<file path="src/hw/rtl/mmpq_pkg.sv">
`timescale 1ns / 1ps

package mmpq_pkg;

    // Pool and queue sizing
    localparam int NUM_QUEUES = 16;
    localparam int CAPACITY   = 64;

    localparam int QW   = $clog2(NUM_QUEUES);     // queue number width
    localparam int IW   = $clog2(CAPACITY);       // entry index width
    localparam int SCW  = $clog2(CAPACITY + 1);   // scan counter, holds CAPACITY
    localparam int CNTW = 7;                      // count field width

    localparam int OPW  = 2;
    localparam int QFW  = 4;                      // queue field width on the port
    localparam int JOBW = 20;
    localparam int PRIW = 16;
    localparam int STW  = 2;

    // Operation codes
    typedef enum logic [OPW-1:0] {
        OP_INSERT = 2'd0,
        OP_POP    = 2'd1,
        OP_MERGE  = 2'd2,
        OP_NOP    = 2'd3
    } opcode_t;

    // Result status codes
    localparam logic [STW-1:0] ST_OK    = 2'd0;
    localparam logic [STW-1:0] ST_EMPTY = 2'd1;
    localparam logic [STW-1:0] ST_FULL  = 2'd2;

    // Input transaction
    typedef struct packed {
        logic [OPW-1:0]  opcode;
        logic [QFW-1:0]  queue_a;
        logic [QFW-1:0]  queue_b;
        logic [JOBW-1:0] job_id;
        logic [PRIW-1:0] priority_req;
    } in_item_t;

    // Result transaction
    typedef struct packed {
        logic [STW-1:0]  status;
        logic [JOBW-1:0] job_out;
        logic [CNTW-1:0] count;
    } out_item_t;

    // One pool entry as stored in the entry memory
    typedef struct packed {
        logic [QW-1:0]   queue;
        logic [PRIW-1:0] prio;
        logic [JOBW-1:0] job;
    } entry_t;

    // Candidate offered to the compare unit
    typedef struct packed {
        logic            en;
        logic [IW-1:0]   idx;
        logic [PRIW-1:0] prio;
        logic [JOBW-1:0] job;
    } cand_t;

    // Running winner held by the compare unit
    typedef struct packed {
        logic            found;
        logic [IW-1:0]   idx;
        logic [JOBW-1:0] job;
    } best_t;

endpackage

</file>
<file path="src/hw/rtl/mmpq_ram.sv">
`timescale 1ns / 1ps

module mmpq_ram #(
    parameter int WIDTH = 8,
    parameter int DEPTH = 16
) (
    input  logic                     aclk,
    input  logic                     we,
    input  logic [$clog2(DEPTH)-1:0] waddr,
    input  logic [WIDTH-1:0]         wdata,
    input  logic [$clog2(DEPTH)-1:0] raddr,
    output logic [WIDTH-1:0]         rdata
);

    logic [WIDTH-1:0] mem_reg [DEPTH];
    logic [WIDTH-1:0] rdata_reg;

    // One write port, one registered read port
    always_ff @(posedge aclk) begin
        if (we) begin
            mem_reg[waddr] <= wdata;
        end
        rdata_reg <= mem_reg[raddr];
    end

    assign rdata = rdata_reg;

endmodule

</file>
<file path="src/hw/rtl/mmpq_best.sv">
`timescale 1ns / 1ps

module mmpq_best (
    input  logic           aclk,
    input  logic           aresetn,
    input  logic           clear,
    input  mmpq_pkg::cand_t cand,
    output mmpq_pkg::best_t best
);

    import mmpq_pkg::*;

    logic            found_reg, found_next;
    logic [IW-1:0]   idx_reg, idx_next;
    logic [PRIW-1:0] prio_reg, prio_next;
    logic [JOBW-1:0] job_reg, job_next;
    logic            take;

    // Shared comparator: strict greater keeps the lowest index on ties
    assign take = cand.en && (!found_reg || (cand.prio > prio_reg));

    always_comb begin
        found_next = found_reg;
        idx_next   = idx_reg;
        prio_next  = prio_reg;
        job_next   = job_reg;
        if (clear) begin
            found_next = 1'b0;
        end else if (take) begin
            found_next = 1'b1;
            idx_next   = cand.idx;
            prio_next  = cand.prio;
            job_next   = cand.job;
        end
    end

    always_ff @(posedge aclk) begin
        if (!aresetn) begin
            found_reg <= 1'b0;
        end else begin
            found_reg <= found_next;
        end
        idx_reg  <= idx_next;
        prio_reg <= prio_next;
        job_reg  <= job_next;
    end

    assign best.found = found_reg;
    assign best.idx   = idx_reg;
    assign best.job   = job_reg;

endmodule

</file>
<file path="src/hw/rtl/mergeable_multi_priority_queue.sv">
`timescale 1ns / 1ps

// Keeps NUM_QUEUES priority queues in one pool of CAPACITY entries. Each
// transaction yields one result. Insert, pop and a merge of two different
// queues walk the whole pool one entry per cycle through the entry memory's
// read port; insert and pop pick their entry with a single priority
// comparator. A merge of a queue into itself and a no-op skip the walk.
// s_ready is high only between transactions; a finished result waits in the
// output register while the next transaction is accepted.
module mergeable_multi_priority_queue (
    input  logic                aclk,
    input  logic                aresetn,
    input  logic                s_valid,
    output logic                s_ready,
    input  mmpq_pkg::in_item_t  s_payload,
    output logic                m_valid,
    input  logic                m_ready,
    output mmpq_pkg::out_item_t m_payload
);

    import mmpq_pkg::*;

    typedef enum logic [2:0] {
        S_IDLE,
        S_LOADA,
        S_LOADB,
        S_SCAN,
        S_COMMIT,
        S_COMMIT2,
        S_RESP
    } state_t;

    localparam logic [SCW-1:0] SCAN_END = SCW'(CAPACITY);

    state_t              state_reg, state_next;
    opcode_t             op_reg, op_next;
    logic [QW-1:0]       qa_reg, qa_next;
    logic [QW-1:0]       qb_reg, qb_next;
    logic [JOBW-1:0]     job_reg, job_next;
    logic [PRIW-1:0]     pri_reg, pri_next;
    logic [CNTW-1:0]     cnt_a_reg, cnt_a_next;
    logic [CNTW-1:0]     cnt_b_reg, cnt_b_next;
    logic [SCW-1:0]      idx_reg, idx_next;
    logic                proc_en_reg, proc_en_next;
    logic [IW-1:0]       proc_idx_reg, proc_idx_next;
    logic [CAPACITY-1:0] valid_reg, valid_next;
    logic [NUM_QUEUES-1:0] cvalid_reg, cvalid_next;
    out_item_t           res_reg, res_next;
    logic                m_valid_reg, m_valid_next;
    out_item_t           m_payload_reg, m_payload_next;

    // Memory ports
    logic                ent_we;
    logic [IW-1:0]       ent_waddr;
    entry_t              ent_wdata;
    logic [IW-1:0]       ent_raddr;
    entry_t              ent_rdata;
    logic                cnt_we;
    logic [QW-1:0]       cnt_waddr;
    logic [CNTW-1:0]     cnt_wdata;
    logic [QW-1:0]       cnt_raddr;
    logic [CNTW-1:0]     cnt_rdata;

    // Compare unit
    logic                best_clear;
    cand_t               cand;
    best_t               best;

    logic                accept;
    logic                hit;
    logic [CNTW-1:0]     cnt_dec;

    mmpq_ram #(
        .WIDTH($bits(entry_t)),
        .DEPTH(CAPACITY)
    ) u_entry_ram (
        .aclk (aclk),
        .we   (ent_we),
        .waddr(ent_waddr),
        .wdata(ent_wdata),
        .raddr(ent_raddr),
        .rdata(ent_rdata)
    );

    mmpq_ram #(
        .WIDTH(CNTW),
        .DEPTH(NUM_QUEUES)
    ) u_count_ram (
        .aclk (aclk),
        .we   (cnt_we),
        .waddr(cnt_waddr),
        .wdata(cnt_wdata),
        .raddr(cnt_raddr),
        .rdata(cnt_rdata)
    );

    mmpq_best u_best (
        .aclk   (aclk),
        .aresetn(aresetn),
        .clear  (best_clear),
        .cand   (cand),
        .best   (best)
    );

    assign s_ready   = (state_reg == S_IDLE);
    assign accept    = s_valid && s_ready;
    assign m_valid   = m_valid_reg;
    assign m_payload = m_payload_reg;

    // Entry in the compare stage belongs to the source queue
    assign hit = proc_en_reg && valid_reg[proc_idx_reg] && (ent_rdata.queue == qa_reg);

    assign cnt_dec = (cnt_a_reg != '0) ? (cnt_a_reg - CNTW'(1)) : '0;

    // Read addresses
    assign ent_raddr = idx_reg[IW-1:0];
    assign cnt_raddr = (state_reg == S_IDLE) ? s_payload.queue_a[QW-1:0] : qb_reg;

    // Candidate for the comparator: first free slot on insert, best match on pop
    always_comb begin
        cand.idx  = proc_idx_reg;
        cand.job  = ent_rdata.job;
        cand.prio = ent_rdata.prio;
        cand.en   = 1'b0;
        if (state_reg == S_SCAN) begin
            case (op_reg)
                OP_INSERT: begin
                    cand.en   = proc_en_reg && !valid_reg[proc_idx_reg];
                    cand.prio = '0;
                end
                OP_POP: begin
                    cand.en = hit;
                end
                default: begin
                    cand.en = 1'b0;
                end
            endcase
        end
    end

    assign best_clear = (state_reg == S_LOADB);

    // Sequencer
    always_comb begin
        state_next     = state_reg;
        op_next        = op_reg;
        qa_next        = qa_reg;
        qb_next        = qb_reg;
        job_next       = job_reg;
        pri_next       = pri_reg;
        cnt_a_next     = cnt_a_reg;
        cnt_b_next     = cnt_b_reg;
        idx_next       = idx_reg;
        proc_en_next   = 1'b0;
        proc_idx_next  = proc_idx_reg;
        valid_next     = valid_reg;
        cvalid_next    = cvalid_reg;
        res_next       = res_reg;
        m_valid_next   = m_valid_reg;
        m_payload_next = m_payload_reg;

        ent_we    = 1'b0;
        ent_waddr = proc_idx_reg;
        ent_wdata = '{queue: qb_reg, prio: ent_rdata.prio, job: ent_rdata.job};
        cnt_we    = 1'b0;
        cnt_waddr = qa_reg;
        cnt_wdata = '0;

        // Output register drains independently of the sequencer
        if (m_valid_reg && m_ready) begin
            m_valid_next = 1'b0;
        end

        case (state_reg)
            S_IDLE: begin
                if (accept) begin
                    op_next    = opcode_t'(s_payload.opcode);
                    qa_next    = s_payload.queue_a[QW-1:0];
                    qb_next    = s_payload.queue_b[QW-1:0];
                    job_next   = s_payload.job_id;
                    pri_next   = s_payload.priority_req;
                    state_next = S_LOADA;
                end
            end
            S_LOADA: begin
                cnt_a_next = cvalid_reg[qa_reg] ? cnt_rdata : '0;
                state_next = S_LOADB;
            end
            S_LOADB: begin
                cnt_b_next = cvalid_reg[qb_reg] ? cnt_rdata : '0;
                idx_next   = '0;
                if (op_reg == OP_NOP) begin
                    res_next   = '{status: ST_OK, job_out: '0, count: '0};
                    state_next = S_RESP;
                end else if ((op_reg == OP_MERGE) && (qa_reg == qb_reg)) begin
                    state_next = S_COMMIT;
                end else begin
                    state_next = S_SCAN;
                end
            end
            S_SCAN: begin
                // Issue read of idx, process the entry whose read was issued in the previous cycle
                proc_en_next  = (idx_reg != SCAN_END);
                proc_idx_next = idx_reg[IW-1:0];
                idx_next      = idx_reg + SCW'(1);
                if ((op_reg == OP_MERGE) && hit) begin
                    ent_we = 1'b1;
                end
                if (idx_reg == SCAN_END) begin
                    state_next = S_COMMIT;
                end
            end
            S_COMMIT: begin
                state_next = S_RESP;
                case (op_reg)
                    OP_INSERT: begin
                        if (best.found) begin
                            ent_we     = 1'b1;
                            ent_waddr  = best.idx;
                            ent_wdata  = '{queue: qa_reg, prio: pri_reg, job: job_reg};
                            valid_next[best.idx] = 1'b1;
                            cnt_we     = 1'b1;
                            cnt_waddr  = qa_reg;
                            cnt_wdata  = cnt_a_reg + CNTW'(1);
                            cvalid_next[qa_reg] = 1'b1;
                            res_next   = '{status: ST_OK, job_out: '0,
                                           count: cnt_a_reg + CNTW'(1)};
                        end else begin
                            res_next   = '{status: ST_FULL, job_out: '0, count: cnt_a_reg};
                        end
                    end
                    OP_POP: begin
                        if (best.found) begin
                            valid_next[best.idx] = 1'b0;
                            cnt_we     = 1'b1;
                            cnt_waddr  = qa_reg;
                            cnt_wdata  = cnt_dec;
                            cvalid_next[qa_reg] = 1'b1;
                            res_next   = '{status: ST_OK, job_out: best.job, count: cnt_dec};
                        end else begin
                            res_next   = '{status: ST_EMPTY, job_out: '0, count: '0};
                        end
                    end
                    OP_MERGE: begin
                        if (qa_reg != qb_reg) begin
                            cnt_we     = 1'b1;
                            cnt_waddr  = qb_reg;
                            cnt_wdata  = cnt_a_reg + cnt_b_reg;
                            cvalid_next[qb_reg] = 1'b1;
                            res_next   = '{status: ST_OK, job_out: '0,
                                           count: cnt_a_reg + cnt_b_reg};
                            state_next = S_COMMIT2;
                        end else begin
                            res_next   = '{status: ST_OK, job_out: '0, count: cnt_b_reg};
                        end
                    end
                    default: begin
                        res_next = '{status: ST_OK, job_out: '0, count: '0};
                    end
                endcase
            end
            S_COMMIT2: begin
                // Source queue of a merge is now empty
                cnt_we     = 1'b1;
                cnt_waddr  = qa_reg;
                cnt_wdata  = '0;
                cvalid_next[qa_reg] = 1'b1;
                state_next = S_RESP;
            end
            S_RESP: begin
                if (!m_valid_reg || m_ready) begin
                    m_valid_next   = 1'b1;
                    m_payload_next = res_reg;
                    state_next     = S_IDLE;
                end
            end
            default: begin
                state_next = S_IDLE;
            end
        endcase
    end

    always_ff @(posedge aclk) begin
        if (!aresetn) begin
            state_reg   <= S_IDLE;
            proc_en_reg <= 1'b0;
            valid_reg   <= '0;
            cvalid_reg  <= '0;
            m_valid_reg <= 1'b0;
        end else begin
            state_reg   <= state_next;
            proc_en_reg <= proc_en_next;
            valid_reg   <= valid_next;
            cvalid_reg  <= cvalid_next;
            m_valid_reg <= m_valid_next;
        end
        op_reg        <= op_next;
        qa_reg        <= qa_next;
        qb_reg        <= qb_next;
        job_reg       <= job_next;
        pri_reg       <= pri_next;
        cnt_a_reg     <= cnt_a_next;
        cnt_b_reg     <= cnt_b_next;
        idx_reg       <= idx_next;
        proc_idx_reg  <= proc_idx_next;
        res_reg       <= res_next;
        m_payload_reg <= m_payload_next;
    end

endmodule

</file>
<file path="config.mk">
export PLATFORM = sky130hd
export DESIGN_NAME = mergeable_multi_priority_queue
export DESIGN_NICKNAME = d
export VERILOG_FILES = /design/src/hw/rtl/mmpq_pkg.sv /design/src/hw/rtl/mmpq_ram.sv /design/src/hw/rtl/mmpq_best.sv /design/src/hw/rtl/mergeable_multi_priority_queue.sv
export SDC_FILE = /design/constraint.sdc
export NUM_CORES = 2
export LEC_CHECK = 0
export BUFFER_PORTS_ARGS = -buffer_cell sky130_fd_sc_hd__buf_2
export CORE_MARGIN = 8
export CORE_UTILIZATION = 25
export DETAILED_ROUTE_END_ITERATION = 10
export PLACE_DENSITY = 0.47
export SLEW_MARGIN = 5
export SYNTH_ARGS = -nofsm -noshare
export SYNTH_HDL_FRONTEND = slang
export SYNTH_SLANG_ARGS = --single-unit
export TNS_END_PERCENT = 100
</file>
<file path="constraint.sdc">
create_clock -name aclk -period 11 [get_ports aclk]
set_input_delay 3.3 -clock aclk [delete_from_list [all_inputs] [get_ports aclk]]
set_output_delay 3.3 -clock aclk [all_outputs]
set_load 0.01 [all_outputs]
</file>
==> out/metrics.cfg <==
[yosys]
synth_seq_cells = 2978
synthFlopType = edfxtp_1
yosysTopAreaCellShare = 0.745
syn_area_per_cell_sq_um = 22.0
yosys-top-cells-area = edfxtp_1 (75%), mux4_2 (16%), dfxtp_1 (2.3%)
syn_area_sq_um = 115000
yosys.area.top_type = edfxtp_1
synth_seq_area_share = 0.768
synthArstFlopShare = 0
syn_inst = 5207
yosysWarnings = 0
synth_edf_count = 2845
synth_cell_types = 66
syn_nets = 5285

[setup_path]
r2r-end = u_entry_ram.mem_reg[36][3]
endpoint_kind = output port
critPathArrivalTime_ns = 2.33
setup.worst_path.end = s_ready
worstSetupPathType = reg -> out
startpoint = state_reg[0]
path_buf_inv = 1
critical_path_depth = 2
worst_path_max_delay_cell = nor3_4
r2r_slack_ns = 6.13
critPathTopFamily = simple AND/OR/NAND/NOR gates
worstPathCellList = nor3_4 -> buf_2
r2r_start = state_reg[0]
cp_slowest_stage_delay_ns = 0.66
crit_required_ns = 7.70
critical_path.startpoint_type = flop
worstRegToRegCells = 8
crit_fanout = 12

[final_layout]
layout_common_cells = edfxtp_1 (2,845), mux4_2 (819), clkbuf_16 (325)
num-nets-final = 5595
largest_reg_flops = 2560
final_core_util = 0.293
area_growth_pct = 16.8
mostFrequentLayoutCell = edfxtp_1
drive_above_1_share = 0.290

[global_route]
grt_start_max_net_pins = 112
grt_pass1_wl_um = 450000
grt_overflow = 0
grt_pass1_vias = 57100
grt_use_total = 0.129
antenna_found_initial = 15

[sta]
drv_slew = 0
hold_viol = 0
min_period_ns = 5.63
final.setup.tns_ns = 0
period_share = 0.512
fmax_mhz = 178
worst_slew_pin_slew_ns = 1.31
slew-limit-headroom = 0.128
setup_viol = 0
rsz0062_at_grt = no
fin_worst_skew_ns = 0.0571

[clock_tree]
clockRootBuffer = clkbuf_16
cts_setup_buffers = 0
cts_resized = 0
h-tree-depth = 5
holdBufCountCts = 0
tritoncts = done
clk_path_buf_depth = 4
cts.sinks = 2978
clk_latency_ns = 0.92
clk_pin_slew_ns = 0.06
cts_inserted_buffers = 321

[floorplanning]
ios = 81
coreArea_sq_um = 456000
die_w_um = 693
die_h_um = 693
start_util = 0.251
die-area_sq_um = 481000
rows = 248

[routing]
ant_nets = 0
wl_per_cell_um = 26.8
wirelength_um = 319000
drc = 0
via_per_inst = 4.62
num_vias = 55000
drt_iter0_drc = 5044
first_pass_iters = 5

[place]
gp_congestion = 0.753
numPortBuffers = 80
hpwl_um = 175000

[power_and_ir_drop]
p_per_area_nw_per_um2 = 222
p_total_mw = 29.7
ir_worst_vdd_v = 0.000204
p_leak_nw = 40.6

[flow_run]
maxCapViolCount = 0

[min_path]
hold_depth = 0
holdCritPathClass = reg -> reg

[run_status]
outcome = finished clean

[cell type report]
class	count	area [sq um]
timing repair buffer	283	2040
clock buffer	401	8530
sequential	2978	88100
antenna	6	15.0
clock inverter	185	1790
tap	6125	7660
inverter	37	139
multi-input combinational	1896	25700
fill	44300	323000
[worst reg2reg max path, cell delays in order (launching register included)]
cell       delay, ns
dfxtp_1         0.73
nand3b_4        0.25
or4_4           0.62
or3_1           0.41
a2111oi_1       0.43
nor3_2          0.11
buf_4           0.31
nor3_2          0.82
buf_4           0.73
[worst min path at each step]
stage | to | startpoint | slack, ns
4_1_cts | m_payload[21] | res_reg[21] | 0.42
6_report | m_payload[21] | res_reg[21] | 0.42
5_1_grt | m_payload[21] | res_reg[21] | 0.42
3_5_place_dp | m_payload[8] | res_reg[8] | 0.41
3_3_place_gp | m_payload[21] | res_reg[21] | 0.40
2_1_floorplan | m_payload[0] | res_reg[0] | 0.40
[where the power goes]
part | switching, mW | total, mW | internal [mW] | leakage (nW)
Sequential | 0.247 | 14.3 | 14.1 | 26.5
Clock | 4.51 | 10.6 | 6.13 | 5.02
Combinational | 3.19 | 4.76 | 1.57 | 9.03
Total | 7.95 | 29.7 | 21.7 | 40.6
[cells by family (layout without fill, tap and decap cells)]
family | after synthesis | count (layout) | synth area share
AOI/OAI and AO/OA | 355 | 355 | 0.0205
DFF | 2978 | 2978 | 0.768
other | 0 | 6 | 0
xor gates and xnor gates | 22 | 22 | 0.00168
and+or+nand+nor | 572 | 572 | 0.0243
buffers and inverters | 333 | 906 | 0.0125
adders and majority gates | 28 | 28 | 0.00312
muxes | 919 | 919 | 0.170
[cell usage after synthesis, drive strengths merged, types with 12 or more instances]
cell type / n
edfxtp: 2845
mux4: 819
nand2: 197
clkbuf: 167
dfxtp: 133
buf: 129
mux2i: 100
nor2: 94
a21oi: 93
nor3: 89
and2: 58
a211oi: 49
o21ai: 47
nor2b: 39
a31oi: 36
inv: 34
a311oi: 32
ha: 27
nand3: 26
o21a: 20
o221ai: 19
a22oi: 18
nand4: 16
and3: 14
xor2: 12
[routing by layer]
metal  global-route usage  up-vias  share of wire  wire [um]
li1                     -    22600              -          -
met1                0.176    30500           0.44     140000
met2                0.219     1484           0.49     158000
met3               0.0173      376          0.048      15400
met4               0.0257        2          0.018       5660
met5                    0        -       0.000050         16
[metrics by stage]
| stage | instance area, sq um | setup WS (ns) | instances | hold WS, ns |
|---|---|---|---|---|
| 2_1_floorplan | 115000 | 5.58 | 5207 | 0.400 |
| 3_3_place_gp | 124000 | 5.49 | 11300 | 0.402 |
| 3_5_place_dp | 124000 | 5.62 | 11300 | 0.406 |
| 4_1_cts | 134000 | 5.29 | 11900 | 0.416 |
| 5_1_grt | 134000 | 5.27 | 11900 | 0.422 |
| 6_report | 134000 | 5.37 | 11900 | 0.418 |
No activity file was read; power rests on OpenSTA's default activity.
